==> src/design/acs_pkg.sv <==
`timescale 1ns / 1ps

package acs_pkg;

	// Fixed field widths
	localparam int ADDR_W = 10;
	localparam int DATA_W = 8;
	localparam int CMD_W  = 2;

	// Default sizing
	localparam int MEM_BYTES_DEF    = 516;
	localparam int HEADER_BYTES_DEF = 4;

	// Transaction commands
	localparam logic [CMD_W-1:0] CMD_WRITE = 2'd0;
	localparam logic [CMD_W-1:0] CMD_READ  = 2'd1;
	localparam logic [CMD_W-1:0] CMD_EXEC  = 2'd2;

	// Instruction opcodes
	localparam logic [DATA_W-1:0] OPC_STA = 8'h10;
	localparam logic [DATA_W-1:0] OPC_LDA = 8'h20;
	localparam logic [DATA_W-1:0] OPC_ADD = 8'h30;
	localparam logic [DATA_W-1:0] OPC_SUB = 8'h31;
	localparam logic [DATA_W-1:0] OPC_OR  = 8'h40;
	localparam logic [DATA_W-1:0] OPC_AND = 8'h50;
	localparam logic [DATA_W-1:0] OPC_NOT = 8'h60;
	localparam logic [DATA_W-1:0] OPC_JMP = 8'h80;
	localparam logic [DATA_W-1:0] OPC_JMN = 8'h90;
	localparam logic [DATA_W-1:0] OPC_JMZ = 8'hA0;
	localparam logic [DATA_W-1:0] OPC_HLT = 8'hF0;

	// Memory access request from the sequencer
	typedef struct packed {
		logic              we;
		logic [ADDR_W-1:0] waddr;
		logic [DATA_W-1:0] wdata;
		logic              re;
		logic [ADDR_W-1:0] raddr;
	} mem_req_t;

endpackage

==> src/design/acs_mem.sv <==
`timescale 1ns / 1ps

module acs_mem import acs_pkg::*; #(
	parameter int MEM_BYTES = MEM_BYTES_DEF
) (
	input  logic              clk,
	input  logic              arst_n,
	input  mem_req_t          req,
	output logic [DATA_W-1:0] rdata,
	output logic              busy
);

	localparam int              IDX_W = $clog2(MEM_BYTES);
	localparam logic [ADDR_W:0] LIMIT = (ADDR_W+1)'(MEM_BYTES);
	localparam logic [IDX_W-1:0] LAST = IDX_W'(MEM_BYTES - 1);

	logic [DATA_W-1:0] mem [MEM_BYTES];

	logic [IDX_W-1:0]  clr_idx_q;
	logic              clr_q;
	logic              w_ok;
	logic              r_ok;
	logic [DATA_W-1:0] mem_rd_q;
	logic              ok_q;
	logic              fwd_q;
	logic [DATA_W-1:0] fwd_data_q;

	// Range checks: out-of-range writes drop, reads return zero
	assign w_ok = {1'b0, req.waddr} < LIMIT;
	assign r_ok = {1'b0, req.raddr} < LIMIT;

	// Sweep zeros through the array after reset
	always_ff @(posedge clk or negedge arst_n) begin
		if (!arst_n) begin
			clr_q     <= 1'b1;
			clr_idx_q <= '0;
		end else if (clr_q) begin
			clr_idx_q <= clr_idx_q + IDX_W'(1);
			if (clr_idx_q == LAST) begin
				clr_q <= 1'b0;
			end
		end
	end

	assign busy = clr_q;

	// Write port
	always_ff @(posedge clk) begin
		if (clr_q) begin
			mem[clr_idx_q] <= '0;
		end else if (req.we && w_ok) begin
			mem[req.waddr[IDX_W-1:0]] <= req.wdata;
		end
	end

	// Read port, registered
	always_ff @(posedge clk) begin
		if (req.re && r_ok) begin
			mem_rd_q <= mem[req.raddr[IDX_W-1:0]];
		end
	end

	// Capture range and write-to-read forwarding alongside the read
	always_ff @(posedge clk) begin
		if (req.re) begin
			ok_q       <= r_ok;
			fwd_q      <= req.we && w_ok && (req.waddr == req.raddr);
			fwd_data_q <= req.wdata;
		end
	end

	always_comb begin
		if (!ok_q) begin
			rdata = '0;
		end else if (fwd_q) begin
			rdata = fwd_data_q;
		end else begin
			rdata = mem_rd_q;
		end
	end

endmodule

==> config.mk <==
export PLATFORM = sky130hd
export DESIGN_NAME = acs_mem
export DESIGN_NICKNAME = d
export VERILOG_FILES = /design/src/design/acs_pkg.sv /design/src/design/acs_mem.sv
export SDC_FILE = /design/constraint.sdc
export NUM_CORES = 2
export LEC_CHECK = 0
export BUFFER_PORTS_ARGS = -buffer_cell sky130_fd_sc_hd__clkbuf_2
export CAP_MARGIN = 20
export CORE_MARGIN = 2
export CORE_UTILIZATION = 25
export CTS_BUF_LIST = sky130_fd_sc_hd__clkbuf_4
export DETAILED_ROUTE_END_ITERATION = 16
export GPL_ROUTABILITY_DRIVEN = 0
export HOLD_SLACK_MARGIN = 0.06
export PLACE_DENSITY = 0.39
export RECOVER_POWER = 50
export SLEW_MARGIN = 10
export SYNTH_ARGS = -nofsm -noshare
export SYNTH_HDL_FRONTEND = slang
export SYNTH_MEMORY_MAX_BITS = 65536
export SYNTH_SLANG_ARGS = --single-unit
export TNS_END_PERCENT = 20
==> constraint.sdc <==
create_clock -name clk -period 20.8 [get_ports clk]
set_input_delay 4.16 -clock clk [delete_from_list [all_inputs] [get_ports clk]]
set_output_delay 4.16 -clock clk [all_outputs]
set_load 0.02 [all_outputs]
==> flow_metrics.tcl <==
set metrics [dict create \
    async_flop_share_pct 0.265 \
    cts_hold_buf 0 \
    clk_pin_slew_ns 0.07 \
    pin_count 41 \
    syn-cell-area_um2 163000 \
    synth_flop_cell "edfxtp_1" \
    postSynthCellCount 7651 \
    rows 296 \
    drtPass1Iterations 6 \
    drcViolationCount 0 \
    port_buffers 40 \
    rsz0062_at_grt "no" \
    grt_pass1_vias 89800 \
    fill_cells 64200 \
    layout_common_cells "4,146 x edfxtp_1, 1,774 x clkbuf_4, 982 x mux4_2" \
    r2r_start "busy" \
    initial_core_util_pct 25.1 \
    netlist-cell-type-count 92 \
    hold_depth 1 \
    layout_commonest_cell "edfxtp_1" \
    crit_fanout 86 \
    worst_pin_slew_ns 4.39 \
    startpoint_type "input pin" \
    hp-class "reg2reg" \
    reg2reg_setup_slack_ns 10.17 \
    final_area_um2 188000 \
    critical_path.cell_chain "clkbuf_1 -> or4_1 -> o21ai_0 -> nand2_1 -> nor2_1 -> clkbuf_1 -> and2_0 -> clkbuf_1 -> buf_4 -> buf_4" \
    multi_input_area_um2 35200 \
    cts_buffer_depth 5 \
    irDropWorstVdd_v 0.0000580 \
    critPathKind "in2reg" \
    grt_max_degree 195 \
    post-cts-setup-buffer-count 0 \
    cts_tree "done" \
    outcome "finished with violations" \
    r2r_cells 6 \
    maxCapViolCount 64 \
    dp_hpwl_mm 358 \
    slowest_stage "clkbuf_1" \
    hold_end "clr_idx_q[9]" \
    drive_gt1_share_pct 33.4 \
    antenna_found_initial 83 \
    yosysWarnings 0 \
    end_kind "flip-flop" \
    fin_cells 18300 \
    avgRoutedWirePerCell_um 32.1 \
    synth.net_count 7684 \
    clock.fmax_mhz 72.3 \
    max_stage_delay_ns 3.00 \
    syn_avg_cell_area_um2 21.3 \
    ant_nets 0 \
    path_common_cell "clkbuf_1" \
    wirelength_mm 586 \
    violations "max-capacitance violations, max-slew violations" \
    cp_data_required_time_ns 22.11 \
    leakagePower_nw 62.5 \
    period_share_pct 66.5 \
    drt_iter0_markers 10800 \
    syn2layout_area_growth_pct 15.6 \
    synth_enable_flop_cells 4146 \
    post_dp_cell_area_um2 174000 \
    cellPowerDensity_nw_per_um2 92.9 \
    place_inst 16200 \
    core_um2 649000 \
    max-slew-margin-rel_pct -193 \
    grt_pass1_wl_mm 786 \
    hold_path_startpoint "clr_idx_q[9]" \
    clock_sinks 4157 \
    finalClockSkew_ns 0.162 \
    htreeDepth 7 \
    cts_resized 0 \
    final_max_slew_viol_count 2902 \
    period_needed_ns 13.83 \
    numCtsBuffers 1232 \
    cp_data_arrival_time_ns 15.15 \
    via_per_inst 4.81 \
    die_x_um 811 \
    die_area_um2 657000 \
    finalWorstSetupSlack_ns 6.97 \
    pre_cts_slack_ns 10.31 \
    total_power_mw 17.5 \
    setup_viol 0 \
    cts_root_buffer "clkbuf_4" \
    track_usage_pct 17.5 \
    regArea_um2 125000 \
    hold_viol_final 0 \
    vias 87800 \
    yosys_register_bits 4157 \
    worstReg2RegEnd "mem[168][4]" \
    clock_latency_ns 1.80 \
    die-height_um 811 \
    grt_overflow 0 \
    setup-tns-final_ns 0 \
    ys_seq_area_share_pct 76.7 \
    nets 8819 \
]
[worst max-delay path, delay by kind of cell]
family                 cells  cell delay, ns
buffers and inverters      5            6.29
AND/OR/NAND/NOR            4            3.88
AO/OA/AOI/OAI              1            0.34
[cells in the mapped netlist (all sizes together) (48+ instances only)]
cell       n  area (µm²)
buf      340        2360
o21ai     67         347
a221oi    48         420
mux4     999       22600
nor3      58         290
a21oi     90         450
nor2     558        2090
nand2    206         773
mux2i    278        2790
clkbuf   153         579
nand3     67         340
a22oi     87         653
edfxtp  4146      124000
o221ai    48         420
[power by group]
group / total, mW / internal [mW] / switching (mW)
sequential: 9.20 / 9.19 / 0.00440
combinational: 0.852 / 0.245 / 0.607
clock: 7.42 / 3.93 / 3.49
total: 17.5 / 13.4 / 4.10
[kinds of logic (layout without fill, tap and decap cells)]
group,Yosys count,count (layout),synth area share [%]
XOR/XNOR,19,19,0.102
adder cells (fa/ha/maj),1,1,0.00769
flip-flops,4157,4157,76.7
other,0,60,0
multiplexers,1321,1321,15.9
AO/OA/AOI/OAI,580,580,2.59
buffers and inverters,503,2419,1.83
AND/OR/NAND/NOR,1070,1070,2.89
[layout make-up]
class / count / area share, %
multi-input cells: 2991 / 18.7
inverters: 10 / 0.0306
repair buffers: 394 / 1.44
well taps: 8642 / 5.75
clock inverters: 241 / 0.567
clock buffers: 1774 / 7.08
diodes: 60 / 0.0798
flip-flops and latches: 4157 / 66.3
[worst max-delay path by stage]
| stage | startpoint | endpoint | slack [ns] | depth (start not counted) |
|---|---|---|---|---|
| 5_1_grt | req[26] | mem[168][4] | 6.19 | 10 |
| 3_3_place_gp | req[1] | mem_rd_q[0] | 10.05 | 11 |
| 4_1_cts | req[0] | mem_rd_q[4] | 12.25 | 12 |
| 2_1_floorplan | req[23] | mem[0][0] | 7.29 | 7 |
| 6_report | req[26] | mem[168][4] | 6.97 | 10 |
| 3_5_place_dp | req[0] | mem_rd_q[4] | 10.31 | 12 |
[through the flow]
stage / utilization (%) / hold slack (ns)
final: 29.0 / 0.516
after global routing: 29.0 / 0.544
after CTS: 29.0 / 0.514
after detailed placement: 26.8 / 0.505
after global placement: 26.7 / 0.498
after floorplan: - / 0.475
[registers in the layout, summed over array words and instances (netlist names)]
register	cells
clr_idx_q	10
mem_rd_q	8
ok_q	1
fwd_q	1
busy	1
fwd_data_q	8
mem	4128
[per-layer routing]
layer / vias to the layer above / wire length [µm] / track usage, %
li1: 35100 / - / -
met1: 47800 / 255000 / 24.3
met2: 3878 / 271000 / 27.4
met3: 985 / 42200 / 3.64
met4: 10 / 17400 / 5.94
met5: - / 68 / 0
Power figures use the tool's default switching activity.
