<file path="src/design/acs_pkg.sv">
`timescale 1ns / 1ps

package acs_pkg;

	// Fixed field widths
	localparam int ADDR_W = 10;
	localparam int DATA_W = 8;
	localparam int CMD_W  = 2;

	// Default sizing
	localparam int MEM_BYTES_DEF    = 516;
	localparam int HEADER_BYTES_DEF = 4;

	// Transaction commands
	localparam logic [CMD_W-1:0] CMD_WRITE = 2'd0;
	localparam logic [CMD_W-1:0] CMD_READ  = 2'd1;
	localparam logic [CMD_W-1:0] CMD_EXEC  = 2'd2;

	// Instruction opcodes
	localparam logic [DATA_W-1:0] OPC_STA = 8'h10;
	localparam logic [DATA_W-1:0] OPC_LDA = 8'h20;
	localparam logic [DATA_W-1:0] OPC_ADD = 8'h30;
	localparam logic [DATA_W-1:0] OPC_SUB = 8'h31;
	localparam logic [DATA_W-1:0] OPC_OR  = 8'h40;
	localparam logic [DATA_W-1:0] OPC_AND = 8'h50;
	localparam logic [DATA_W-1:0] OPC_NOT = 8'h60;
	localparam logic [DATA_W-1:0] OPC_JMP = 8'h80;
	localparam logic [DATA_W-1:0] OPC_JMN = 8'h90;
	localparam logic [DATA_W-1:0] OPC_JMZ = 8'hA0;
	localparam logic [DATA_W-1:0] OPC_HLT = 8'hF0;

	// Memory access request from the sequencer
	typedef struct packed {
		logic              we;
		logic [ADDR_W-1:0] waddr;
		logic [DATA_W-1:0] wdata;
		logic              re;
		logic [ADDR_W-1:0] raddr;
	} mem_req_t;

endpackage

</file>
<file path="src/design/acs_if.sv">
`timescale 1ns / 1ps

interface acs_in_if import acs_pkg::*; ();
	logic              valid;
	logic              ready;
	logic [CMD_W-1:0]  op;
	logic [ADDR_W-1:0] mem_address;
	logic [DATA_W-1:0] write_data;

	modport source(output valid, op, mem_address, write_data, input ready);
	modport sink(input valid, op, mem_address, write_data, output ready);
endinterface

interface acs_out_if import acs_pkg::*; ();
	logic              valid;
	logic              ready;
	logic [DATA_W-1:0] read_data;
	logic [DATA_W-1:0] accumulator;
	logic [ADDR_W-1:0] program_counter;
	logic              halted;
	logic              negative_flag;
	logic              zero_flag;

	modport source(output valid, read_data, accumulator, program_counter, halted,
		negative_flag, zero_flag, input ready);
	modport sink(input valid, read_data, accumulator, program_counter, halted,
		negative_flag, zero_flag, output ready);
endinterface

</file>
<file path="src/design/acs_ctrl.sv">
`timescale 1ns / 1ps

module acs_ctrl import acs_pkg::*; #(
	parameter int HEADER_BYTES = HEADER_BYTES_DEF
) (
	input  logic              clk,
	input  logic              arst_n,
	acs_in_if.sink            cmd,
	acs_out_if.source         rsp,
	output mem_req_t          mem_req,
	input  logic [DATA_W-1:0] mem_rdata,
	input  logic              mem_busy
);

	localparam logic [2:0] ST_IDLE  = 3'd0;
	localparam logic [2:0] ST_RDATA = 3'd1;
	localparam logic [2:0] ST_OPC   = 3'd2;
	localparam logic [2:0] ST_OPND  = 3'd3;
	localparam logic [2:0] ST_EXEC  = 3'd4;
	localparam logic [2:0] ST_HALT  = 3'd5;

	logic [2:0]        state_q;
	logic [DATA_W-1:0] acc_q;
	logic [ADDR_W-1:0] pc_q;
	logic [DATA_W-1:0] opc_q;
	logic [ADDR_W-1:0] ea_q;
	logic [DATA_W-1:0] rd_q;

	logic              out_valid_q;
	logic [DATA_W-1:0] out_rd_q;
	logic [DATA_W-1:0] out_acc_q;
	logic [ADDR_W-1:0] out_pc_q;
	logic              out_halt_q;

	logic              accept;
	logic              load_out;
	logic              is_hlt;
	logic [ADDR_W-1:0] pc2;
	logic [ADDR_W-1:0] pc4;
	logic [ADDR_W-1:0] ea_calc;
	logic [DATA_W-1:0] acc_nx;
	logic [ADDR_W-1:0] pc_nx;
	logic              sta;

	assign cmd.ready = (state_q == ST_IDLE) && !mem_busy;
	assign accept    = cmd.valid && cmd.ready;
	assign load_out  = (state_q == ST_HALT) && (!out_valid_q || rsp.ready);
	assign is_hlt    = mem_rdata == OPC_HLT;
	assign pc2       = pc_q + ADDR_W'(2);
	assign pc4       = pc_q + ADDR_W'(4);
	assign ea_calc   = {1'b0, mem_rdata, 1'b0} + ADDR_W'(HEADER_BYTES);

	// Execute the fetched instruction against the operand data
	always_comb begin
		acc_nx = acc_q;
		pc_nx  = pc4;
		sta    = 1'b0;
		case (opc_q)
			OPC_STA: sta = 1'b1;
			OPC_LDA: acc_nx = mem_rdata;
			OPC_ADD: acc_nx = acc_q + mem_rdata;
			OPC_SUB: acc_nx = acc_q - mem_rdata;
			OPC_OR:  acc_nx = acc_q | mem_rdata;
			OPC_AND: acc_nx = acc_q & mem_rdata;
			OPC_NOT: begin
				acc_nx = ~acc_q;
				pc_nx  = pc2;
			end
			OPC_JMP: pc_nx = ea_q;
			OPC_JMN: begin
				if (acc_q[DATA_W-1]) begin
					pc_nx = ea_q;
				end
			end
			OPC_JMZ: begin
				if (acc_q == '0) begin
					pc_nx = ea_q;
				end
			end
			default: ;
		endcase
	end

	// Issue memory accesses per step
	always_comb begin
		mem_req = '0;
		unique case (state_q)
			ST_IDLE: begin
				if (accept) begin
					unique case (cmd.op)
						CMD_WRITE: begin
							mem_req.we    = 1'b1;
							mem_req.waddr = cmd.mem_address;
							mem_req.wdata = cmd.write_data;
							mem_req.re    = 1'b1;
							mem_req.raddr = pc_q;
						end
						CMD_READ: begin
							mem_req.re    = 1'b1;
							mem_req.raddr = cmd.mem_address;
						end
						default: begin
							mem_req.re    = 1'b1;
							mem_req.raddr = pc_q;
						end
					endcase
				end
			end
			ST_RDATA: begin
				mem_req.re    = 1'b1;
				mem_req.raddr = pc_q;
			end
			ST_OPC: begin
				mem_req.re    = 1'b1;
				mem_req.raddr = is_hlt ? pc_q : pc2;
			end
			ST_OPND: begin
				mem_req.re    = 1'b1;
				mem_req.raddr = ea_calc;
			end
			ST_EXEC: begin
				mem_req.we    = sta;
				mem_req.waddr = ea_q;
				mem_req.wdata = acc_q;
				mem_req.re    = 1'b1;
				mem_req.raddr = pc_nx;
			end
			ST_HALT: ;
			default: ;
		endcase
	end

	// Advance the sequencer and architectural state
	always_ff @(posedge clk or negedge arst_n) begin
		if (!arst_n) begin
			state_q     <= ST_IDLE;
			acc_q       <= '0;
			pc_q        <= '0;
			out_valid_q <= 1'b0;
		end else begin
			if (load_out) begin
				out_valid_q <= 1'b1;
			end else if (rsp.ready) begin
				out_valid_q <= 1'b0;
			end
			unique case (state_q)
				ST_IDLE: begin
					if (accept) begin
						if (cmd.op == CMD_READ) begin
							state_q <= ST_RDATA;
						end else if (cmd.op == CMD_EXEC) begin
							state_q <= ST_OPC;
						end else begin
							state_q <= ST_HALT;
						end
					end
				end
				ST_RDATA: state_q <= ST_HALT;
				ST_OPC:   state_q <= is_hlt ? ST_HALT : ST_OPND;
				ST_OPND:  state_q <= ST_EXEC;
				ST_EXEC: begin
					acc_q   <= acc_nx;
					pc_q    <= pc_nx;
					state_q <= ST_HALT;
				end
				ST_HALT: begin
					if (load_out) begin
						state_q <= ST_IDLE;
					end
				end
				default: state_q <= ST_IDLE;
			endcase
		end
	end

	// Hold per-transaction payload
	always_ff @(posedge clk) begin
		if (accept) begin
			rd_q <= '0;
		end
		if (state_q == ST_RDATA) begin
			rd_q <= mem_rdata;
		end
		if (state_q == ST_OPC) begin
			opc_q <= mem_rdata;
		end
		if (state_q == ST_OPND) begin
			ea_q <= ea_calc;
		end
		if (load_out) begin
			out_rd_q   <= rd_q;
			out_acc_q  <= acc_q;
			out_pc_q   <= pc_q;
			out_halt_q <= is_hlt;
		end
	end

	assign rsp.valid           = out_valid_q;
	assign rsp.read_data       = out_rd_q;
	assign rsp.accumulator     = out_acc_q;
	assign rsp.program_counter = out_pc_q;
	assign rsp.halted          = out_halt_q;
	assign rsp.negative_flag   = out_acc_q[DATA_W-1];
	assign rsp.zero_flag       = out_acc_q == '0;

endmodule

</file>
<file path="src/flat_wrapper.sv">
// flat-port wrapper written by rule: the top's interface ports become plain ports
module acs_ctrl_flat import acs_pkg::*;
#(
	parameter int HEADER_BYTES = HEADER_BYTES_DEF
)
  (clk, arst_n, mem_req, mem_rdata, mem_busy, cmd_valid, cmd_op, cmd_mem_address, cmd_write_data, cmd_ready, rsp_valid, rsp_read_data, rsp_accumulator, rsp_program_counter, rsp_halted, rsp_negative_flag, rsp_zero_flag, rsp_ready);
  acs_in_if cmd_i ();
  acs_out_if rsp_i ();
  input  logic clk;
  input  logic arst_n;
  output mem_req_t mem_req;
  input  logic [DATA_W-1:0] mem_rdata;
  input  logic mem_busy;
  input wire logic [$bits(cmd_i.valid)-1:0] cmd_valid;
  input wire logic [$bits(cmd_i.op)-1:0] cmd_op;
  input wire logic [$bits(cmd_i.mem_address)-1:0] cmd_mem_address;
  input wire logic [$bits(cmd_i.write_data)-1:0] cmd_write_data;
  output wire logic [$bits(cmd_i.ready)-1:0] cmd_ready;
  output wire logic [$bits(rsp_i.valid)-1:0] rsp_valid;
  output wire logic [$bits(rsp_i.read_data)-1:0] rsp_read_data;
  output wire logic [$bits(rsp_i.accumulator)-1:0] rsp_accumulator;
  output wire logic [$bits(rsp_i.program_counter)-1:0] rsp_program_counter;
  output wire logic [$bits(rsp_i.halted)-1:0] rsp_halted;
  output wire logic [$bits(rsp_i.negative_flag)-1:0] rsp_negative_flag;
  output wire logic [$bits(rsp_i.zero_flag)-1:0] rsp_zero_flag;
  input wire logic [$bits(rsp_i.ready)-1:0] rsp_ready;
  assign cmd_i.valid = cmd_valid;
  assign cmd_i.op = cmd_op;
  assign cmd_i.mem_address = cmd_mem_address;
  assign cmd_i.write_data = cmd_write_data;
  assign cmd_ready = cmd_i.ready;
  assign rsp_valid = rsp_i.valid;
  assign rsp_read_data = rsp_i.read_data;
  assign rsp_accumulator = rsp_i.accumulator;
  assign rsp_program_counter = rsp_i.program_counter;
  assign rsp_halted = rsp_i.halted;
  assign rsp_negative_flag = rsp_i.negative_flag;
  assign rsp_zero_flag = rsp_i.zero_flag;
  assign rsp_i.ready = rsp_ready;
  acs_ctrl #(.HEADER_BYTES(HEADER_BYTES)) u_core (.clk(clk), .arst_n(arst_n), .cmd(cmd_i), .rsp(rsp_i), .mem_req(mem_req), .mem_rdata(mem_rdata), .mem_busy(mem_busy));
endmodule
</file>
<file path="config.mk">
export PLATFORM = sky130hd
export DESIGN_NAME = acs_ctrl_flat
export DESIGN_NICKNAME = d
export VERILOG_FILES = /design/src/design/acs_pkg.sv /design/src/design/acs_if.sv /design/src/design/acs_ctrl.sv /design/src/flat_wrapper.sv
export SDC_FILE = /design/constraint.sdc
export NUM_CORES = 1
export LEC_CHECK = 0
export ABC_CLOCK_PERIOD_IN_PS = 4100
export BUFFER_PORTS_ARGS = -buffer_cell sky130_fd_sc_hd__buf_2
export CAP_MARGIN = 10
export CORE_MARGIN = 5
export CORE_UTILIZATION = 35
export CTS_BUF_LIST = sky130_fd_sc_hd__clkbuf_8
export DETAILED_ROUTE_END_ITERATION = 12
export SETUP_SLACK_MARGIN = 0.1
export SLEW_MARGIN = 15
export SYNTH_ARGS = -nofsm -noshare
export SYNTH_HDL_FRONTEND = slang
export SYNTH_SLANG_ARGS = --single-unit
</file>
<file path="constraint.sdc">
create_clock -name clk -period 4.1 [get_ports clk]
set_input_delay 0.41 -clock clk [delete_from_list [all_inputs] [get_ports clk]]
set_output_delay 0.41 -clock clk [all_outputs]
set_load 0.03 [all_outputs]
</file>
==> run summary <==
Final Hold Viols = 0
hold_buf cts = 0
via count = 4295
drt first-iter violations = 597
Seq/Total Area, Yosys = 44.5%
WP data required = 3.69 ns
Top FF cell, synth = edfxtp_1
Hold Crit Class = primary input to asynchronous set/reset pin
Worst Setup Path Type = register to output pin
Startpoint Class = register
Setup TNS = 0 ns
Power per Cell Area = 617 nW/um^2
clock sink count = 74
area grow syn2layout = 17.8%
pre-CTS worst setup slack = 0.785 ns
Leak = 2.31 nW
drt drc = 0
Synth area leader = edfxtp_1
CP max stage delay = 0.66 ns
Crit path buffers/inverters = 1
CP endpoint kind = output pin
count of nets after finishing = 614
FFs w/ async S/R, synth = 29.7%
Synth Net Count = 534
number of vias per cell = 5.78
H-tree depth = 3
Setup WS post-layout = 0.322 ns
RSZ-0062 raised after global routing = no
# Post-CTS Setup Buffers = 0
Slew HR = 25.1%
Clock Latency Late Sink = 0.38 ns
Port Buffers = 93
GRT Total Usage = 17.9%
Initial Util = 35.7%
Area contributors post-synth = edfxtp_1 33%, dfrtp_1 12%, ha_1 4.7%
Max VDD drop = 0.000178 V
WL final = 14500 um
CTS tree = yes
post_cts resized = 0
max-slew violations = 0
first-pass GRT wire length = 22800 um
DP Wirelength = 10500 um
MaxCap Viol Count = 0
Die Ht = 126 um
wire per inst = 19.5 um
Top delay family on crit path = simple AND/OR/NAND/NOR gates
YS warnings = 0
Max stage delay cell, worst path = or4_4
Period Utilization, post-route = 92.1%
worst-margin pin slew = 1.12 ns
Root Driver = clkbuf_8
#FFs+latches synth = 74
post-synth top area share = 32.9%
full die area = 16000 sq um
share of layout cells above drive strength 1 = 23.5%
outcome = finished clean
Site Rows = 42
Placer Congestion = 0.914
vias in the first global route = 4090
mapped cell area = 4750 sq um
Crit Reg-Reg Startpoint = u_core.opc_q[1]$_DFFE_PP_
Ports = 94
CP Cell Sequence = or4_4 > a2111oi_4 > and2_1 > o21ai_0 > a32oi_1 > o211ai_1 > buf_2
core area = 13300 sq um
Clock Pin Slew Worst Setup and Hold Paths = 0.09 ns
Setup Skew = 0.0137 ns
initial antenna violation count = 0
Final ANT Viol Nets = 0
worst reg-to-reg setup slack = 1.00 ns
die extent in x = 126 um
total global routing overflow = 0
top cells by count, synth = 52 x edfxtp_1, 37 x nand2_1, 32 x nor2_1
cells after synthesis = 482
fmax = 265 MHz
DRT Pass-1 Iters = 5
R2R depth = 11
CTS max path bufs = 2
fin crit period = 3.78 ns
Final setup violation count = 0
Mean Syn Cell Area = 9.85 sq um
count leader, synth = edfxtp_1
Post-synth EDFFs = 52
reg2reg end = u_core.acc_q[6]$_DFFE_PN0P_
Yosys cell types = 68
fillcell total = 1294
CP arrival = 3.37 ns
ant diodes = 0
pin count of the biggest net entering global routing = 28
number of clock buffers inserted by TritonCTS = 9
CP max FO = 14
-- layer usage --
layer / global-route usage (%) / vias up / wire [um]
met5: 0 / - / 0
met4: 6.37 / 0 / 329
met3: 3.49 / 29 / 1220
met2: 28.6 / 237 / 6730
met1: 24.2 / 2046 / 6210
li1: - / 1983 / -
-- layout make-up --
type	count	area, sq um	area share [%]
Multi-Input combinational cell	355	2420	43.4
Tap cell	176	220	3.94
Sequential cell	74	2110	37.8
Inverter	20	75.1	1.34
Timing Repair Buffer	102	533	9.53
Clock inverter	7	103	1.83
Clock buffer	9	124	2.22
-- cell families (layout without fill, tap and decap cells) --
family	count (synthesis)	count (layout)	share of synthesized area [%]
and+or+nand+nor	154	154	16.9
AOI/OAI and AO/OA	150	150	22.9
DFF	74	74	44.5
buffers and inverters	53	138	4.61
xor gates and xnor gates	30	30	5.53
adders and majority gates	20	20	5.38
muxes	1	1	0.237
-- power breakdown --
group          total [mW]  leakage, nW  switching [mW]  internal, mW
clock               0.665        0.110           0.318         0.348
sequential           1.29        0.755           0.209          1.09
combinational        1.49         1.45            1.00         0.486
total                3.45         2.31            1.53          1.92
-- layout by cell type, fill, tap and decap left out, drive strengths merged, types with 16 or more instances in the layout --
cell type  Yosys  final
o21ai         31     31
dfrtp         22     22
ha            18     18
xnor2         20     20
nand2         37     37
edfxtp        52     52
buf            8    102
nor2          32     32
inv           20     21
a22o          16     16
a21oi         23     23
and3          16     16
-- worst max path at each step --
stage | startpoint | depth (start not counted) | slack (ns) | end
6_report | u_core.opc_q[0]$_DFFE_PP_ | 7 | 0.32 | mem_req[4]
5_1_grt | u_core.opc_q[0]$_DFFE_PP_ | 7 | 0.13 | mem_req[2]
4_1_cts | u_core.opc_q[0]$_DFFE_PP_ | 7 | 0.38 | mem_req[8]
3_5_place_dp | u_core.opc_q[0]$_DFFE_PP_ | 7 | 0.78 | mem_req[6]
3_3_place_gp | mem_rdata[1] | 10 | 0.86 | mem_req[9]
2_1_floorplan | u_core.opc_q[0]$_DFFE_PP_ | 8 | 0.95 | mem_req[7]
-- registers in the layout, indices dropped and copies added, names as in the netlist --
signal	cells
u_core.pc_q	10
u_core.rsp.program_counter	10
u_core.ea_q	9
u_core.acc_q	8
u_core.opc_q	8
u_core.rd_q	8
u_core.rsp.accumulator	8
u_core.rsp.read_data	8
u_core.state_q	3
u_core.rsp.halted	1
u_core.rsp.valid	1
-- stage by stage --
step	util (%)	cells	instance area, sq um	total power, mW	hold slack [ns]
6_report	42.1	743	5590	3.45	0.0372
5_1_grt	42.1	743	5590	3.64	0.0724
4_1_cts	42.1	743	5590	3.45	0.0564
3_5_place_dp	40.4	727	5370	2.79	0.405
3_3_place_gp	40.4	727	5370	2.78	0.407
2_1_floorplan	-	482	4750	2.36	0.114
Note: power is estimated with default switching activity, not from simulation.
